**config.mk**
```make
export PLATFORM = sky130hd
export DESIGN_NAME = seven_bit_to_byte_unpacker_flat
export DESIGN_NICKNAME = d
export VERILOG_FILES = /design/src/rtl/core/sbu_pkg.sv /design/src/rtl/core/sbu_char_if.sv /design/src/rtl/core/sbu_byte_if.sv /design/src/rtl/core/seven_bit_to_byte_unpacker.sv /design/src/flat_wrapper.sv
export SDC_FILE = /design/constraint.sdc
export NUM_CORES = 1
export LEC_CHECK = 0
export ABC_AREA = 1
export BUFFER_PORTS_ARGS = -buffer_cell sky130_fd_sc_hd__clkbuf_2
export CORE_ASPECT_RATIO = 0.75
export CORE_UTILIZATION = 30
export CTS_CLUSTER_DIAMETER = 200
export DETAILED_ROUTE_END_ITERATION = 12
export SLEW_MARGIN = 20
export SYNTH_ARGS = -nofsm -noshare
export SYNTH_HDL_FRONTEND = slang
export SYNTH_SLANG_ARGS = --single-unit
```
**constraint.sdc**
```tcl
create_clock -name clk_i -period 2.88 [get_ports clk_i]
set_input_delay 0.576 -clock clk_i [delete_from_list [all_inputs] [get_ports clk_i]]
set_output_delay 0.576 -clock clk_i [all_outputs]
set_load 0.01 [all_outputs]
```
**src/rtl/core/sbu_pkg.sv**
```systemverilog
// shared constants for the seven-bit to byte unpacker
package sbu_pkg;

  localparam int unsigned CharW   = 8;
  localparam int unsigned DataW   = 7;
  localparam int unsigned PosW    = 3;
  localparam int unsigned ByteW   = 8;
  localparam int unsigned ResyncW = 16;

  localparam logic [PosW-1:0]    PosStart  = 3'd0;
  localparam logic [PosW-1:0]    PosLast   = 3'd7;
  localparam logic [ResyncW-1:0] ResyncMax = 16'hFFFF;

  typedef logic [CharW-1:0]   char_t;
  typedef logic [DataW-1:0]   data_t;
  typedef logic [PosW-1:0]    pos_t;
  typedef logic [ByteW-1:0]   byte_t;
  typedef logic [ResyncW-1:0] resync_t;

endpackage

```
**src/rtl/core/sbu_char_if.sv**
```systemverilog
// valid/ready channel carrying one received character per beat
interface sbu_char_if;
  import sbu_pkg::*;

  logic  valid;
  logic  ready;
  char_t in_char;

  modport source (output valid, output in_char, input ready);
  modport sink   (input valid, input in_char, output ready);
endinterface

```
**src/rtl/core/sbu_byte_if.sv**
```systemverilog
// valid/ready channel carrying one reassembled byte and the resync total per beat
interface sbu_byte_if;
  import sbu_pkg::*;

  logic    valid;
  logic    ready;
  byte_t   data_byte;
  resync_t resync_total;

  modport source (output valid, output data_byte, output resync_total, input ready);
  modport sink   (input valid, input data_byte, input resync_total, output ready);
endinterface

```
**src/rtl/core/seven_bit_to_byte_unpacker.sv**
```systemverilog
// top level of the seven-bit to byte unpacker
//
//  channel   dir   payload                     beat
//  in_i      in    in_char                     one character
//  out_o     out   data_byte, resync_total     one byte
//
// one character per cycle sustained while the output is not stalled
// a character is registered, then decoded against group state into the output register
// a character that yields no byte retires even while the output is stalled
// reset clears group position, carry bits, resync count and all valid flags
module seven_bit_to_byte_unpacker (
  input  logic        clk_i,
  input  logic        rst_ni,
  sbu_char_if.sink    in_i,
  sbu_byte_if.source  out_o
);
  import sbu_pkg::*;

  logic    in_vld_q;
  char_t   in_char_q;
  pos_t    pos_q, pos_d;
  data_t   carry_q, carry_d;
  resync_t resync_q, resync_d;
  logic    out_vld_q, out_vld_d;
  byte_t   byte_q, byte_d;
  resync_t out_resync_q, out_resync_d;

  logic    brk;
  logic    has_result;
  logic    out_free;
  logic    s1_fire;
  data_t   c7;
  byte_t   shifted;

  assign brk        = in_char_q[CharW-1];
  assign c7         = in_char_q[DataW-1:0];
  assign has_result = !brk && (pos_q != PosStart);
  assign out_free   = !out_vld_q || out_o.ready;
  assign s1_fire    = in_vld_q && (out_free || !has_result);
  assign in_i.ready = !in_vld_q || s1_fire;

  assign shifted = byte_t'({1'b0, c7} << (4'd8 - {1'b0, pos_q}));

  always_comb begin
    pos_d        = pos_q;
    carry_d      = carry_q;
    resync_d     = resync_q;
    out_vld_d    = out_vld_q && !out_o.ready;
    byte_d       = byte_q;
    out_resync_d = out_resync_q;
    if (s1_fire) begin
      if (brk) begin
        pos_d   = PosStart;
        carry_d = '0;
        if (resync_q != ResyncMax) begin
          resync_d = resync_q + resync_t'(1);
        end
      end else if (pos_q == PosStart) begin
        carry_d = c7;
        pos_d   = pos_t'(1);
      end else begin
        byte_d       = {1'b0, carry_q} | shifted;
        out_resync_d = resync_q;
        out_vld_d    = 1'b1;
        if (pos_q == PosLast) begin
          pos_d   = PosStart;
          carry_d = '0;
        end else begin
          pos_d   = pos_q + pos_t'(1);
          carry_d = c7 >> pos_q;
        end
      end
    end
  end

  always_ff @(posedge clk_i or negedge rst_ni) begin
    if (!rst_ni) begin
      in_vld_q  <= 1'b0;
      pos_q     <= PosStart;
      carry_q   <= '0;
      resync_q  <= '0;
      out_vld_q <= 1'b0;
    end else begin
      if (in_i.ready) begin
        in_vld_q <= in_i.valid;
      end
      pos_q     <= pos_d;
      carry_q   <= carry_d;
      resync_q  <= resync_d;
      out_vld_q <= out_vld_d;
    end
  end

  always_ff @(posedge clk_i) begin
    if (in_i.ready && in_i.valid) begin
      in_char_q <= in_i.in_char;
    end
    byte_q       <= byte_d;
    out_resync_q <= out_resync_d;
  end

  assign out_o.valid        = out_vld_q;
  assign out_o.data_byte    = byte_q;
  assign out_o.resync_total = out_resync_q;

endmodule

```
**src/flat_wrapper.sv**
```systemverilog
// flat-port wrapper written by rule: the top's interface ports become plain ports
module seven_bit_to_byte_unpacker_flat import sbu_pkg::*;
  (clk_i, rst_ni, in_i_valid, in_i_in_char, in_i_ready, out_o_valid, out_o_data_byte, out_o_resync_total, out_o_ready);
  sbu_char_if in_i_i ();
  sbu_byte_if out_o_i ();
  input  logic clk_i;
  input  logic rst_ni;
  input wire logic [$bits(in_i_i.valid)-1:0] in_i_valid;
  input wire logic [$bits(in_i_i.in_char)-1:0] in_i_in_char;
  output wire logic [$bits(in_i_i.ready)-1:0] in_i_ready;
  output wire logic [$bits(out_o_i.valid)-1:0] out_o_valid;
  output wire logic [$bits(out_o_i.data_byte)-1:0] out_o_data_byte;
  output wire logic [$bits(out_o_i.resync_total)-1:0] out_o_resync_total;
  input wire logic [$bits(out_o_i.ready)-1:0] out_o_ready;
  assign in_i_i.valid = in_i_valid;
  assign in_i_i.in_char = in_i_in_char;
  assign in_i_ready = in_i_i.ready;
  assign out_o_valid = out_o_i.valid;
  assign out_o_data_byte = out_o_i.data_byte;
  assign out_o_resync_total = out_o_i.resync_total;
  assign out_o_i.ready = out_o_ready;
  seven_bit_to_byte_unpacker u_core (.clk_i(clk_i), .rst_ni(rst_ni), .in_i(in_i_i), .out_o(out_o_i));
endmodule
```
==> flow_summary.json <==
{
  "clock_latency_ns": 0.34,
  "max_cap_viol_count": 0,
  "ys_seq_area_frac": 0.5587,
  "seqCellArea_um2": 1662,
  "synth_cell_types": 29,
  "wl_per_cell_um": 12.76,
  "core_um2": 9658,
  "postLayoutCellArea_um2": 3588,
  "hp-class": "primary input to async pin",
  "num_rows": 31,
  "synth_edf_count": 32,
  "drive_gt1_frac": 0.1671,
  "status": "finished clean",
  "dieArea_um2": 10320,
  "area_growth_pct": 20.66,
  "grt-ovfl-total": 0,
  "postSynth.asyncResetShare": 0.4667,
  "p_comb_frac": 0.221,
  "drtPass1Iterations": 5,
  "grt_pass1_vias": 2134,
  "power.share.sequential": 0.402,
  "setup_ws_ns": 0.2781,
  "antennaDiodeCount": 0,
  "placed_cells": 505,
  "critPathKind": "flip-flop to output port",
  "cts-root-buf": "clkbuf_16",
  "ios": 38,
  "pwr-share-clk": 0.377,
  "tns_ns": 0,
  "dp_hpwl_mm": 4.934,
  "die_x_um": 117.0,
  "drc": 0,
  "clock_sinks": 60,
  "fmax_mhz": 384.3,
  "r2r-start": "u_core.pos_q[0]",
  "worstMarginPinSlew_ns": 0.7310,
  "grt_max_degree": 29,
  "postCtsSetupRepairBufs": 0,
  "clk_path_buf_depth": 2,
  "cp_data_required_time_ns": 2.30,
  "nNetsFinal": 401,
  "grtUsageTotal": 0.1469,
  "numCtsBuffers": 9,
  "htreeDepth": 3,
  "vias": 2340,
  "rsz0062_at_grt": "no",
  "cts_resized": 0,
  "p_int_mw": 1.944,
  "grt_antenna_before_repair": 0,
  "total_power_mw": 2.873,
  "slew_headroom": 0.5126,
  "instances_no_fill": 521,
  "worst_setup_path_end_kind": "output port",
  "synth_seq_cells": 60,
  "p_sw_frac": 0.3232,
  "postSynthAreaPerCell_um2": 8.747,
  "ys_warn_count": 0,
  "p_leak_nw": 1.680,
  "grt_pass1_wl_mm": 10.95,
  "ir_drop_mv": 0.3672,
  "drt_wl_total_mm": 6.649,
  "vias_per_cell": 4.491,
  "drtIter0Drc": 148,
  "period_needed_ns": 2.602,
  "fillers": 954,
  "portBuffers": 37,
  "critPathArrivalTime_ns": 2.03,
  "rr_worst_depth": 10,
  "cts_tree": "built",
  "startpoint_type": "flip-flop",
  "setup-violations-final": 0,
  "fin_crit_sh": 0.9034,
  "die_y_um": 88.23,
  "postCtsHoldBufs": 0,
  "rrSetupSlack_ns": 0.43,
  "clk_pin_slew_ns": 0.06,
  "syn_inst": 340,
  "timing.rr.end": "u_core.out_o.data_byte[5]",
  "place_worst_setup_slack_ns": 0.4603,
  "slew_violations": 0,
  "multi_input_area_um2": 1131,
  "globalplace.congestion": 0.9006,
  "netlist_area_um2": 2974,
  "start_util": 0.3079,
  "p_per_area_nw_per_um2": 800.5,
  "finClkSkew_ns": 0.009522,
  "ys.flop_type": "edfxtp_1",
  "post_dp_cell_area_um2": 3289,
  "synth_nets": 357,
  "ant_nets": 0,
  "final-hold-violation-count": 0,
  "p_sw_mw": 0.9283,
  "cp_max_fo": 9
}
layer usage:
| layer | wire length [um] | track usage | vias up |
|---|---|---|---|
| li1 | - | - | 1192 |
| met1 | 3607 | 0.2218 | 1067 |
| met2 | 2455 | 0.1899 | 74 |
| met3 | 484 | 0.04932 | 7 |
| met4 | 102 | 0.05524 | 0 |
| met5 | 0 | 0 | - |
cell families (layout without fill, tap and decap cells):
| kind of cell | Yosys count | count (layout) | synth area share |
|---|---|---|---|
| DFF | 60 | 60 | 0.5587 |
| buffers and inverters | 40 | 89 | 0.06100 |
| adders and majority gates | 5 | 5 | 0.02103 |
| and+or+nand+nor | 198 | 198 | 0.2793 |
| AOI/OAI and AO/OA | 28 | 28 | 0.05343 |
| xor gates and xnor gates | 9 | 9 | 0.02651 |
synthesized netlist by cell type (2+ instances only):
cell | instances | area (um^2)
a31o_2 | 2 | 17.52
a31oi_1 | 2 | 12.51
and2_1 | 3 | 18.77
buf_2 | 3 | 15.01
dfrtp_1 | 28 | 700.7
edfxtp_1 | 32 | 960.9
ha_1 | 5 | 62.56
inv_1 | 30 | 112.6
inv_2 | 2 | 7.510
nand2_1 | 138 | 518.0
nand2_2 | 2 | 12.51
nand3_1 | 22 | 110.1
nand4_1 | 6 | 37.54
nor2_1 | 23 | 86.33
o21ai_0 | 19 | 95.09
o22ai_1 | 3 | 18.77
xnor2_1 | 8 | 70.07
cells in the final DEF, fill, tap and decap left out:
master / netlist / final
nand2_1: 138 / 138
clkbuf_2: 0 / 37
edfxtp_1: 32 / 32
inv_1: 30 / 30
dfrtp_1: 28 / 28
nor2_1: 23 / 23
nand3_1: 22 / 22
o21ai_0: 19 / 19
clkbuf_16: 0 / 9
xnor2_1: 8 / 8
nand4_1: 6 / 6
ha_1: 5 / 5
and2_1: 3 / 3
o22ai_1: 3 / 3
buf_4: 1 / 3
inv_2: 2 / 2
clkinv_1: 1 / 2
a31oi_1: 2 / 2
a31o_2: 2 / 2
nand2_2: 2 / 2
inv_6: 0 / 2
clkinv_4: 0 / 2
o21bai_1: 1 / 1
a21o_1: 1 / 1
nand3_4: 1 / 1
nor2_4: 1 / 1
nor2_2: 1 / 1
nand4_2: 1 / 1
xor2_1: 1 / 1
bufinv_16: 0 / 1
clkinv_2: 0 / 1
final cells by class:
type                            count  share of cell area
Inverter                           33             0.03452
Multi-Input combinational cell    240              0.3152
Clock inverter                      7             0.02057
Tap cell                          132             0.04603
Clock buffer                        9             0.06276
Timing Repair Buffer               40             0.05788
Sequential cell                    60              0.4630
per-stage QoR:
step	hold slack, ns	util
finish	0.2851	0.3716
floorplan	0.2804	-
CTS	0.3133	0.3716
detailed placement	0.5098	0.3406
global placement	0.5211	0.3406
global route	0.3553	0.3716
flip-flops by register name, summed over array words and instances (netlist names):
register	count
u_core.out_o.data_byte	8
u_core.out_o.resync_total	16
u_core.pos_q	3
u_core.in_vld_q	1
u_core.resync_q	16
u_core.in_char_q	8
u_core.carry_q	7
u_core.out_o.valid	1
worst max-delay path: stages, from the launching register on:
cell	delay, ns
dfrtp_1	0.42
clkinv_1	0.25
ha_1	0.27
ha_1	0.28
inv_2	0.14
nand4_1	0.17
clkbuf_2	0.17
power groups by stage:
stage	combinational, mW	clock [mW]	sequential (mW)
final	0.634	1.08	1.16
after global routing	0.729	1.14	1.17
after CTS	0.630	1.10	1.15
after detailed placement	0.624	0	1.17
after global placement	0.627	0	1.17
after floorplan	0.456	0	1.15
worst max path at each step:
stage | startpoint | end | slack, ns | depth (start not counted)
after floorplan | u_core.pos_q[1] | u_core.out_o.data_byte[0] | 0.43 | 11
after global placement | u_core.pos_q[0] | u_core.out_o.resync_total[12] | 0.52 | 10
after detailed placement | u_core.pos_q[0] | u_core.out_o.resync_total[12] | 0.46 | 10
after CTS | u_core.pos_q[1] | in_i_ready | 0.27 | 6
after global routing | u_core.pos_q[1] | in_i_ready | 0.13 | 6
final | u_core.pos_q[1] | in_i_ready | 0.28 | 6
(Power assumes the default switching activity.)
